**src/rtl/ufws_pkg.sv**
```systemverilog
package ufws_pkg;

  // Defaults for the top-level parameters
  localparam int DEPTH_DEF     = 64;
  localparam int TAG_WIDTH_DEF = 32;

  // Upper limit on the number of results in one sampling run
  localparam int MAX_SAMPLES = 64;

  // Fixed field widths
  localparam int CFG_W      = 7;
  localparam int IN_DATA_W  = 32;
  localparam int TAG_OUT_W  = 32;
  localparam int POS_W      = 6;
  localparam int OUT_DATA_W = ((TAG_OUT_W + POS_W + 7) / 8) * 8;

  // Register values after reset
  localparam logic [CFG_W-1:0] MAX_FRAMES_RST    = 7'd34;
  localparam logic [CFG_W-1:0] SAMPLE_FRAMES_RST = 7'd17;

  // Configuration register indexes
  typedef enum logic {
    REG_MAX_FRAMES    = 1'b0,
    REG_SAMPLE_FRAMES = 1'b1
  } cfg_reg_t;

  // Input command codes (carried on s_tuser)
  typedef enum logic {
    CMD_APPEND = 1'b0,
    CMD_SAMPLE = 1'b1
  } cmd_t;

endpackage

```
**src/rtl/ufws_ram.sv**
```systemverilog
module ufws_ram #(
  parameter int WIDTH = 32,
  parameter int DEPTH = 64
) (
  input  logic                     clk,
  input  logic                     we,
  input  logic [$clog2(DEPTH)-1:0] waddr,
  input  logic [WIDTH-1:0]         wdata,
  input  logic [$clog2(DEPTH)-1:0] raddr,
  output logic [WIDTH-1:0]         rdata
);

  logic [WIDTH-1:0] mem [DEPTH];

  // One write port, one registered read port
  always_ff @(posedge clk) begin
    if (we) begin
      mem[waddr] <= wdata;
    end
    rdata <= mem[raddr];
  end

endmodule

```
**src/rtl/uniform_frame_window_sampler_core.sv**
```systemverilog
// Channel   Dir  Beat contents
// s_*       in   tdata[31:0] frame_tag; tuser command (0 append, 1 sample)
// m_*       out  tdata[31:0] sampled_tag, [37:32] position; tlast last_of_run; tuser error
// cfg_*     in   cfg_index selects max_frames (0) or sample_frames (1); cfg_data value
//
// Append: tag written to the frame RAM in the accept cycle.
// Sample: serial division for the step size, then for each result a RAM read
//   state followed by an output register load state; error and
//   single-sample runs skip the divider.
// m_tready low holds the run in place; s_tready is high only between runs.
// Reset is synchronous; no clearing pass, the block accepts beats right after reset.
module uniform_frame_window_sampler_core #(
  parameter int DEPTH     = ufws_pkg::DEPTH_DEF,
  parameter int TAG_WIDTH = ufws_pkg::TAG_WIDTH_DEF
) (
  input  logic                            clk,
  input  logic                            rst,
  input  logic                            s_tvalid,
  output logic                            s_tready,
  input  logic [ufws_pkg::IN_DATA_W-1:0]  s_tdata,   // [31:0] frame_tag
  input  logic                            s_tuser,   // [0] command
  output logic                            m_tvalid,
  input  logic                            m_tready,
  output logic [ufws_pkg::OUT_DATA_W-1:0] m_tdata,   // [31:0] sampled_tag, [37:32] position
  output logic                            m_tlast,
  output logic                            m_tuser,   // [0] error
  input  logic                            cfg_we,
  input  logic                            cfg_index,
  input  logic [ufws_pkg::CFG_W-1:0]      cfg_data
);

  import ufws_pkg::*;

  localparam int AW  = $clog2(DEPTH);
  localparam int HW  = $clog2(DEPTH + 1);
  localparam int DCW = $clog2(AW + 1);
  localparam logic [HW-1:0]    DEPTH_H   = HW'(DEPTH);
  localparam logic [HW:0]      DEPTH_H1  = (HW + 1)'(DEPTH);
  localparam logic [AW:0]      DEPTH_A1  = (AW + 1)'(DEPTH);
  localparam logic [CFG_W-1:0] MAX_K     = CFG_W'(MAX_SAMPLES);
  localparam logic [DCW-1:0]   DIV_STEPS = DCW'(AW);

  typedef enum logic [2:0] {
    ST_IDLE,
    ST_DIV,
    ST_READ,
    ST_LOAD,
    ST_ERR
  } state_t;

  state_t state;

  // Configuration registers
  logic [CFG_W-1:0] max_frames;
  logic [CFG_W-1:0] sample_frames;

  // Window state
  logic [AW-1:0] oldest;
  logic [HW-1:0] held;

  // Run state
  logic [AW-1:0]    pos;
  logic [AW-1:0]    quo;
  logic [CFG_W-1:0] rem;
  logic [CFG_W-1:0] dv;
  logic [CFG_W:0]   racc;
  logic [CFG_W-1:0] cnt;
  logic [DCW-1:0]   dcnt;

  // Output register
  logic                 out_valid;
  logic [TAG_OUT_W-1:0] out_tag;
  logic [POS_W-1:0]     out_pos;
  logic                 out_last;
  logic                 out_err;

  // RAM ports
  logic                 ram_we;
  logic [AW-1:0]        ram_waddr;
  logic [TAG_WIDTH-1:0] ram_wdata;
  logic [AW-1:0]        ram_raddr;
  logic [TAG_WIDTH-1:0] ram_rdata;

  logic accept;
  logic out_free;
  logic out_load;

  assign s_tready = (state == ST_IDLE);
  assign accept   = s_tvalid && s_tready;
  assign out_free = !out_valid || m_tready;
  assign out_load = out_free && (state == ST_LOAD || state == ST_ERR);

  assign m_tvalid = out_valid;
  assign m_tdata  = OUT_DATA_W'({out_pos, out_tag});
  assign m_tlast  = out_last;
  assign m_tuser  = out_err;

  // Config writes
  always_ff @(posedge clk) begin
    if (rst) begin
      max_frames    <= MAX_FRAMES_RST;
      sample_frames <= SAMPLE_FRAMES_RST;
    end else if (cfg_we) begin
      unique case (cfg_index)
        REG_MAX_FRAMES:    max_frames    <= cfg_data;
        REG_SAMPLE_FRAMES: sample_frames <= cfg_data;
      endcase
    end
  end

  // Window capacity: zero or above depth means the whole store
  logic [HW-1:0] cap;
  always_comb begin
    if (max_frames == '0 || 32'(max_frames) > DEPTH) begin
      cap = DEPTH_H;
    end else begin
      cap = HW'(max_frames);
    end
  end

  // Append: drop one if full, write newest, then evict down to capacity
  logic          full;
  logic [AW:0]   inc_sum;
  logic [AW-1:0] old1;
  logic [HW-1:0] h0;
  logic [HW-1:0] h1;
  logic [AW:0]   wsum;
  logic [HW-1:0] drop;
  logic [HW:0]   osum;
  logic [AW-1:0] oldest_new;
  logic [HW-1:0] held_new;

  always_comb begin
    full    = (held == DEPTH_H);
    inc_sum = {1'b0, oldest} + 1'b1;
    if (full) begin
      old1 = (inc_sum >= DEPTH_A1) ? AW'(inc_sum - DEPTH_A1) : AW'(inc_sum);
      h0   = held - 1'b1;
    end else begin
      old1 = oldest;
      h0   = held;
    end
    wsum      = {1'b0, old1} + (AW + 1)'(h0);
    ram_waddr = (wsum >= DEPTH_A1) ? AW'(wsum - DEPTH_A1) : AW'(wsum);
    h1        = h0 + 1'b1;
    drop      = (h1 > cap) ? (h1 - cap) : '0;
    osum      = (HW + 1)'(old1) + {1'b0, drop};
    oldest_new = (osum >= DEPTH_H1) ? AW'(osum - DEPTH_H1) : AW'(osum);
    held_new   = (h1 > cap) ? cap : h1;
  end

  assign ram_we    = accept && (cmd_t'(s_tuser) == CMD_APPEND);
  assign ram_wdata = TAG_WIDTH'(s_tdata);

  // Read address: window position relative to the oldest slot
  logic [AW:0] rsum;
  assign rsum      = {1'b0, oldest} + {1'b0, pos};
  assign ram_raddr = (rsum >= DEPTH_A1) ? AW'(rsum - DEPTH_A1) : AW'(rsum);

  // Sample count limit
  logic [CFG_W-1:0] k_eff;
  logic [CFG_W-1:0] k_m1;
  assign k_eff = (sample_frames > MAX_K) ? MAX_K : sample_frames;
  assign k_m1  = k_eff - 1'b1;

  // Restoring divider step: (n-1) / (k-1), one quotient bit per cycle
  logic [CFG_W:0]   dshift;
  logic             dge;
  logic [CFG_W:0]   dtrial;
  logic [CFG_W-1:0] rem_div;
  logic [AW:0]      quo_sh;
  logic [AW-1:0]    quo_div;

  always_comb begin
    dshift  = {rem, quo[AW-1]};
    dge     = (dshift >= {1'b0, dv});
    dtrial  = dshift - {1'b0, dv};
    rem_div = dge ? dtrial[CFG_W-1:0] : dshift[CFG_W-1:0];
    quo_sh  = {quo, dge};
    quo_div = quo_sh[AW-1:0];
  end

  // Position advance: numerator grows by 2(n-1), denominator is 2(k-1)
  logic [CFG_W+1:0] r_sum;
  logic [CFG_W+1:0] d2;
  logic             carry;
  logic [CFG_W:0]   racc_next;
  logic [AW:0]      psum;
  logic [AW-1:0]    last_pos;
  logic [AW-1:0]    pos_next;

  always_comb begin
    r_sum     = {1'b0, racc} + {1'b0, rem, 1'b0};
    d2        = {1'b0, dv, 1'b0};
    carry     = (r_sum >= d2);
    racc_next = carry ? (CFG_W + 1)'(r_sum - d2) : (CFG_W + 1)'(r_sum);
    psum      = {1'b0, pos} + {1'b0, quo} + (AW + 1)'(carry);
    last_pos  = AW'(held - 1'b1);
    pos_next  = (psum > {1'b0, last_pos}) ? last_pos : AW'(psum);
  end

  // Sequencer, window state and output register
  always_ff @(posedge clk) begin
    if (rst) begin
      state     <= ST_IDLE;
      oldest    <= '0;
      held      <= '0;
    end else begin
      unique case (state)
        ST_IDLE: begin
          if (accept) begin
            if (cmd_t'(s_tuser) == CMD_APPEND) begin
              oldest <= oldest_new;
              held   <= held_new;
            end else if (k_eff == '0 || held == '0) begin
              state <= ST_ERR;
            end else if (k_eff == CFG_W'(1)) begin
              pos   <= AW'(held - 1'b1);
              cnt   <= CFG_W'(1);
              state <= ST_READ;
            end else begin
              quo   <= AW'(held - 1'b1);
              rem   <= '0;
              dv    <= k_m1;
              racc  <= {1'b0, k_m1};
              pos   <= '0;
              cnt   <= k_eff;
              dcnt  <= DIV_STEPS;
              state <= ST_DIV;
            end
          end
        end
        ST_DIV: begin
          quo  <= quo_div;
          rem  <= rem_div;
          dcnt <= dcnt - 1'b1;
          if (dcnt == DCW'(1)) begin
            state <= ST_READ;
          end
        end
        ST_READ: begin
          state <= ST_LOAD;
        end
        ST_LOAD: begin
          // Read address is held, so RAM data stays valid while stalled
          if (out_free) begin
            out_tag   <= TAG_OUT_W'(ram_rdata);
            out_pos   <= POS_W'(pos);
            out_last  <= (cnt == CFG_W'(1));
            out_err   <= 1'b0;
            cnt       <= cnt - 1'b1;
            if (cnt == CFG_W'(1)) begin
              state <= ST_IDLE;
            end else begin
              pos   <= pos_next;
              racc  <= racc_next;
              state <= ST_READ;
            end
          end
        end
        ST_ERR: begin
          if (out_free) begin
            out_tag   <= '0;
            out_pos   <= '0;
            out_last  <= 1'b1;
            out_err   <= 1'b1;
            state     <= ST_IDLE;
          end
        end
        default: state <= ST_IDLE;
      endcase
    end
  end

  // Result beat valid: set on load, cleared once taken
  always_ff @(posedge clk) begin
    if (rst) begin
      out_valid <= 1'b0;
    end else if (out_load) begin
      out_valid <= 1'b1;
    end else if (m_tready) begin
      out_valid <= 1'b0;
    end
  end

  // Appends only happen between runs, so reads never race a write
  ufws_ram #(
    .WIDTH (TAG_WIDTH),
    .DEPTH (DEPTH)
  ) u_frame_ram (
    .clk   (clk),
    .we    (ram_we),
    .waddr (ram_waddr),
    .wdata (ram_wdata),
    .raddr (ram_raddr),
    .rdata (ram_rdata)
  );

endmodule

```
**config.mk**
```make
export PLATFORM = sky130hd
export DESIGN_NAME = uniform_frame_window_sampler_core
export DESIGN_NICKNAME = d
export VERILOG_FILES = /design/src/rtl/ufws_pkg.sv /design/src/rtl/ufws_ram.sv /design/src/rtl/uniform_frame_window_sampler_core.sv
export SDC_FILE = /design/constraint.sdc
export NUM_CORES = 2
export LEC_CHECK = 0
export BUFFER_PORTS_ARGS = -buffer_cell sky130_fd_sc_hd__buf_2
export CAP_MARGIN = 20
export CELL_PAD_IN_SITES_DETAIL_PLACEMENT = 0
export CELL_PAD_IN_SITES_GLOBAL_PLACEMENT = 1
export CORE_ASPECT_RATIO = 0.6
export CORE_MARGIN = 3
export CORE_UTILIZATION = 45
export CTS_CLUSTER_DIAMETER = 30
export DETAILED_ROUTE_END_ITERATION = 8
export GPL_ROUTABILITY_DRIVEN = 0
export GPL_TIMING_DRIVEN = 0
export PLACE_DENSITY_LB_ADDON = 0.1
export SETUP_SLACK_MARGIN = 0.02
export SKIP_CTS_REPAIR_TIMING = 1
export SLEW_MARGIN = 15
export SYNTH_ARGS = -nofsm -noshare
export SYNTH_HDL_FRONTEND = slang
export SYNTH_HIERARCHICAL = 1
export SYNTH_SLANG_ARGS = --single-unit
export TNS_END_PERCENT = 100
```
**constraint.sdc**
```tcl
create_clock -name clk -period 13.01 [get_ports clk]
set_clock_uncertainty 0.05 [all_clocks]
set_input_delay 0.6505 -clock clk [delete_from_list [all_inputs] [get_ports clk]]
set_output_delay 0.6505 -clock clk [all_outputs]
set_load 0.01 [all_outputs]
```
Word level (Yosys, flattened, before mapping):

Memories as Yosys holds them, arrays and structs flattened. A register that Yosys moved wholly into a read port is not among the register bits.
Index checks and enable logic that the tools add are counted.

* bits of input ports: 46
* bits in registers: 115
* bits in latches: 0
* memories: 1
* output and inout bits: 44
* memory bits (read-only): 0
* memory bits (writable): 2048

Memory list
* u_frame_ram.mem: depth 64, bits a word 32, read ports 1, clocked after memory_dff 1, write ports 1, line ufws_ram.sv:13 `logic [WIDTH-1:0] mem [DEPTH];`

* magnitude comparators: 10
* div/mod/pow operators: 0
* add/sub/neg operators: 19
* bitwise operators: 5
* equal/unequal tests: 16
* shifts and indexed selects: 0
* multiply operators: 0
* reductions and logical operators: 26
* multiplexer cells: 72

Operators with widths (count)
* 2-to-1 mux 6 bit: 18
* 2-to-1 mux 7 bit: 15
* 2-to-1 mux 32 bit: 2
* one-hot mux 32 bit (2 select lines): 1
* 2-to-1 mux 8 bit: 7
* one-hot mux 6 bit (2 select lines): 3
* 2-to-1 mux 3 bit: 10
* one-hot mux 7 bit (2 select lines): 2
* subtractor 6 x 1 -> 6 bit, second input constant: 4
* greater-or-equal comparator 7 bit, second input constant: 3
* zero test 7 bit: 3
* subtractor 7 x 1 -> 7 bit, second input constant: 3
* AND reduction 6 bit: 3
* one-hot mux 8 bit (2 select lines): 1
* one-hot mux 3 bit (5 select lines): 1
* adder 6 x 6 -> 7 bit: 2
* == test 7 x 1 -> 1 bit, second input constant: 2
* greater-than comparator 7 bit, second input constant: 2
* subtractor 7 bit: 2
* != test 2 bit, second input constant: 6
* adder 8 x 8 -> 9 bit: 1
* greater-or-equal comparator 9 x 8 -> 1 bit: 1
* adder 6 x 7 -> 8 bit: 1
* greater-or-equal comparator 8 x 7 -> 1 bit: 1
* other kinds (30): 54

Longest topological paths before layout:

* depth after elaboration: 8
* gate-level depth with buffers: 27

By module:

Netlist, hierarchy kept.

By module, submodules not included
* ufws_ram: area each 79039.6 um^2, times used 1, cells each 3511, sequential area each 62139.6 um^2
* uniform_frame_window_sampler_core: area each 7546.0 um^2, times used 1, cells each 768, sequential area each 3143.0 um^2

Worst setup path before layout:

OpenSTA, ideal clock, no wires.

* kind: register -> register
* start: register held[0]
* end: memory u_frame_ram.mem[10][0] (enable)
* library setup time: 0.421 ns
* cell stages (with the launch flop): 18
* arrival: 5.275 ns
* slack: 7.264 ns
* buffers on the path: 5
* path through: dfxtp_1 > clkbuf_1 > inv_1 > ha_1 > and3b_4 > and2_1 > buf_4 > buf_2 > o21ai_0 > ha_1 > or3_1 > o221ai_1 > o21ai_1 > xnor2_1 > clkbuf_1 > or3b_2 > clkbuf_1 > nor2_1

* word-level cells in the longest chain between the ends: 5
* elaborated cells between the ends (all ways): 8
* those cells by class: 3 x add/sub; 1 x order compare; 1 x eq/ne; 3 x mux

Ends and longest elaborated chain
* start, declared: line uniform_frame_window_sampler_core.sv:59 `logic [HW-1:0] held;`
* start signal, assigned: line uniform_frame_window_sampler_core.sv:214 `held <= held_new;`
* subtractor 7 x 1 -> 7 bit / == test 7 bit (equally long branches)
* 2-to-1 mux 7 bit / 2-to-1 mux 6 bit (equally long branches): line uniform_frame_window_sampler_core.sv:136 `if (full) begin`
* adder 6 x 7 -> 7 bit *: line uniform_frame_window_sampler_core.sv:143 `wsum = {1'b0, old1} + (AW + 1)'(h0);`
* subtractor 6 x 1 -> 6 bit / greater-or-equal comparator 7 bit (equally long branches): line uniform_frame_window_sampler_core.sv:144 `ram_waddr = (wsum >= DEPTH_A1) ? AW'(wsum - DEPTH_A1) : AW'(wsum);`
* 2-to-1 mux 6 bit *: line uniform_frame_window_sampler_core.sv:144
* named net ram_waddr[5]: line uniform_frame_window_sampler_core.sv:79 `logic [AW-1:0] ram_waddr;`
* end, declared: line ufws_ram.sv:13

The timed path passes the listed nets; every way through them passes the cells marked *.

Worst setup path in the final report:

* start: register held[0]
* end: memory u_frame_ram.mem[41][21] (enable)

The elaborated chain is that of the path after synthesis.

==> implementation parameters <==
Parameter                              Value

Outcome
  Outcome ... finished with violations
  Violations in the final reports ... antenna violations

Global routing
  Via count of the first global-routing pass ... 45800
  Largest net degree at the start of global routing ... 65
  Number of antenna violations at the first check in global routing ... 30
  Global-route wire length before repair ... 383000 um
  Gr ovfl total ... 0
  All-Layer GR Usage ... 28.3%

Clock network
  Sinks on Clock Net ... 2195
  Max Root-Sink Buffers ... 4
  Insertion delay of the later-clocked pin in the worst-skew pair ... 0.86 ns
  TritonCTS clock tree ... built
  CTS clk-pin slew, worst paths ... 0.05 ns
  # H-tree levels ... 5
  CTS root buffer ... sky130_fd_sc_hd__clkbuf_16
  Number of buffers added by the clock tree synthesis step ... 341

STA
  Slew Limit Fails ... 0
  Setup violations, final ... 0
  Post-layout min period ... 7.50 ns
  Relative max-transition margin ... 14.6%
  Setup tns final ... 0 ns
  Transition at the pin with the smallest max-transition slack ... 1.28 ns
  RSZ-0062 raised after global routing ... no
  F_max ... 0.133 GHz
  Final Cycle Share ... 57.7%
  Hold Vio Cnt, Final ... 0

Synth
  FFs w/ async S/R, synth ... 0%
  Sequential share of the synthesized area ... 75.4%
  Post-synth EDFFs ... 2132
  Total standard cell area after synthesis ... 86600 um^2
  Synth Instances ... 4279
  Count of state elements after synthesis ... 2195
  Unique masters post-synth ... 79
  Synthesis warning total ... 6
  Post-synthesis average cell area ... 20.2 um^2
  Top flip-flop cell by instance count after synthesis ... sky130_fd_sc_hd__edfxtp_1

Critical path
  Arrival time reported for the critical path endpoint ... 7.98 ns
  Data required, critical path ... 13.49 ns
  Capturing point of the worst reg2reg path ... u_frame_ram/mem[41][21]
  Capturing element type of the critical path ... flop
  Worst reg2reg startpoint ... held[0]
  Count of cells along the worst register-to-register path ... 17
  Last element of the critical path ... u_frame_ram/mem[41][21]
  Setup crit start ... held[0]
  Critical path start-end classification ... reg -> reg
  Setup slack of the most critical reg-to-reg path ... 5.51 ns
  Crit path max fanout ... 17
  Worst Setup Start Kind ... flop

Floorplanning
  Row count ... 124
  Effective utilization at floorplan ... 45.4%
  I/O pin count ... 90
  Core Area ... 191000 um^2
  Die Outline Area ... 198000 um^2
  Height of the die ... 346 um
  Die boundary width ... 572 um

Routing
  Routed wire length per instance ... 36.6 um
  Average vias per placed instance ... 6.31
  Total wire length ... 280000 um
  Number of design rule violations left after detail routing ... 0
  Number of nets with antenna violations after routing ... 1
  Vias ... 48400
  DR pass1 iterations ... 6
  Number of violations reported at the end of detailed-routing iteration 0 ... 7422

Hold path
  Classification of the worst-slack hold path ... in -> reg

Placement
  HPWL after detailed placement ... 194000 um
  Buffers on Ports ... 84

Pwr
  Cell internal pwr ... 14.8 mW
  Clock network fraction of total power ... 43.5%
  Register share of total power ... 38.3%
  Sw frac ... 29.0%
  Total Power Consumption ... 20.9 mW
  Pwr per Cell Area ... 198 nW/um^2
  Switching power ... 6.05 mW
  Peak supply drop ... 143 uV
  Leakage power figure ... 34.6 nW
  Part of the power in combinational logic ... 18.2%

Final layout
  Area growth from synthesis to layout ... 21.6%
  Number of nets in the layout ... 4965
  Layout cells sized above 1 ... 29.0%
  Number of fillers in the final layout ... 14500

Job
  # Max-Cap Violations ... 0
power groups by stage:
stage               clock [mW]  combinational [mW]  sequential (mW)
finish                    9.08                3.80             7.99
global route              9.56                3.95             7.99
CTS                       9.20                3.69             7.99
detailed placement           0                3.68             8.13
global placement             0                3.57             8.15
floorplan                    0                1.99             8.10
flip-flops by register name, indices dropped and copies added (netlist names), 6 cells and up:
register,cells
held,7
sample_frames,7
racc,8
dv,7
max_frames,7
cnt,7
oldest,6
u_frame_ram/mem,2048
pos,6
out_pos,6
u_frame_ram/rdata,32
rem,7
quo,6
out_tag,32
worst min path at each step:
stage,startpoint,end,slack (ns),depth (start not counted)
2_1_floorplan,max_frames[0],max_frames[0],0.39,2
3_3_place_gp,max_frames[4],max_frames[4],0.42,2
3_5_place_dp,max_frames[4],max_frames[4],0.42,2
4_1_cts,cfg_data[1],max_frames[1],-0.04,3
5_1_grt,cfg_data[1],max_frames[1],0.03,3
6_report,cfg_data[1],max_frames[1],0.005,3
worst max-delay path: stages, from the launching register on:
cell                       delay, ns
sky130_fd_sc_hd__dfxtp_1        0.44
sky130_fd_sc_hd__clkbuf_1       0.43
sky130_fd_sc_hd__inv_1          0.40
sky130_fd_sc_hd__ha_1           0.34
sky130_fd_sc_hd__and3b_4        0.22
sky130_fd_sc_hd__and2_1         0.15
sky130_fd_sc_hd__buf_4          0.15
sky130_fd_sc_hd__buf_2          0.18
sky130_fd_sc_hd__o21ai_0        0.81
sky130_fd_sc_hd__ha_1           0.38
sky130_fd_sc_hd__or3_1          0.35
sky130_fd_sc_hd__o221ai_1       0.13
sky130_fd_sc_hd__o21ai_1        0.13
sky130_fd_sc_hd__xnor2_1        0.41
sky130_fd_sc_hd__clkbuf_1       0.45
sky130_fd_sc_hd__nand4b_1       0.82
sky130_fd_sc_hd__nor2_4         1.00
sky130_fd_sc_hd__buf_12         0.28
logic make-up (layout without fill, tap and decap cells):
family / count (synthesis) / in the layout / share of synthesized area [%]
DFF: 2195 / 2195 / 75.4
muxes: 651 / 651 / 14.0
AOI/OAI and AO/OA: 518 / 518 / 4.14
and+or+nand+nor: 512 / 512 / 2.99
buffers and inverters: 279 / 1126 / 1.83
adders and majority gates: 72 / 72 / 1.12
xor gates and xnor gates: 51 / 51 / 0.542
other: 1 / 16 / 0.00433
stage by stage:
stage / setup slack (ns) / hold WS [ns] / instances / area, um^2 / util [%]
final: 5.51 / 0.00511 / 7661 / 105000 / 55.2
after global routing: 5.34 / 0.0306 / 7648 / 105000 / 55.1
after CTS: 5.71 / -0.0370 / 7641 / 105000 / 55.1
after detailed placement: 5.78 / 0.425 / 7018 / 93700 / 49.1
after global placement: 3.61 / 0.425 / 6884 / 90200 / 47.2
after floorplan: 7.26 / 0.395 / 4280 / 86600 / -
per-layer routing:
metal	up-vias	GRT usage (%)	share of wire (%)
met2	2962	34.8	38
li1	19100	-	-
met5	-	0	0.024
met1	25900	46.5	46
met4	10	6.35	2.1
met3	401	10.4	14
synth_stat cells (13+ instances only):
| cell type | instances | area, um^2 |
|---|---|---|
| sky130_fd_sc_hd__mux2i_1 | 199 | 1990 |
| sky130_fd_sc_hd__nand2b_1 | 25 | 156 |
| sky130_fd_sc_hd__and2_1 | 43 | 269 |
| sky130_fd_sc_hd__o22ai_1 | 46 | 288 |
| sky130_fd_sc_hd__nor3_1 | 24 | 120 |
| sky130_fd_sc_hd__inv_1 | 44 | 165 |
| sky130_fd_sc_hd__edfxtp_1 | 2132 | 64000 |
| sky130_fd_sc_hd__buf_4 | 31 | 233 |
| sky130_fd_sc_hd__o211ai_1 | 18 | 135 |
| sky130_fd_sc_hd__xnor2_1 | 33 | 289 |
| sky130_fd_sc_hd__nand3b_1 | 17 | 128 |
| sky130_fd_sc_hd__dfxtp_1 | 63 | 1260 |
| sky130_fd_sc_hd__mux4_2 | 446 | 10000 |
| sky130_fd_sc_hd__o21ai_0 | 61 | 305 |
| sky130_fd_sc_hd__nor2b_1 | 28 | 175 |
| sky130_fd_sc_hd__nand3_1 | 62 | 310 |
| sky130_fd_sc_hd__a21oi_1 | 85 | 425 |
| sky130_fd_sc_hd__o221ai_1 | 19 | 166 |
| sky130_fd_sc_hd__nor2_1 | 150 | 563 |
| sky130_fd_sc_hd__a211oi_1 | 35 | 263 |
| sky130_fd_sc_hd__buf_6 | 32 | 360 |
| sky130_fd_sc_hd__a22o_1 | 13 | 114 |
| sky130_fd_sc_hd__a31oi_1 | 23 | 144 |
| sky130_fd_sc_hd__clkbuf_1 | 95 | 357 |
| sky130_fd_sc_hd__a22oi_1 | 127 | 953 |
| sky130_fd_sc_hd__xor2_1 | 15 | 131 |
| sky130_fd_sc_hd__buf_2 | 58 | 290 |
| sky130_fd_sc_hd__nand2_1 | 98 | 368 |
| sky130_fd_sc_hd__o22a_1 | 13 | 114 |
| sky130_fd_sc_hd__ha_1 | 63 | 788 |
| sky130_fd_sc_hd__a21o_1 | 13 | 97.6 |
layout by cell type, fill, tap and decap left out, drive strengths merged, types with 28 or more instances in the layout:
master    synthesis  layout
clkinv            0     116
edfxtp         2132    2132
inv              44     110
nor3             28      28
and2             43      43
nand2            99      99
bufinv            0      33
nor2            152     152
a211oi           36      36
xnor2            35      35
clkinvlp          0      33
clkbuf           96     472
ha               63      63
buf             139     361
nor2b            28      28
o22ai            46      46
mux2i           199     199
a22oi           127     127
dfxtp            63      63
mux4            446     446
nand3            63      63
o21ai            63      63
a21oi            85      85
layout make-up:
cell class / instances / area, um^2 / area share (%)
plain buffers: 235 / 1440 / 1.36
diodes: 14 / 35.0 / 0.0333
clock inverters: 248 / 2650 / 2.52
well taps: 2520 / 3150 / 3.00
repair buffers: 224 / 3480 / 3.31
flip-flops and latches: 2195 / 65300 / 62.0
inverters: 44 / 165 / 0.157
clock buffers: 375 / 8810 / 8.37
multi-input cells: 1806 / 20300 / 19.2
No activity file was read; power rests on OpenSTA's default activity.
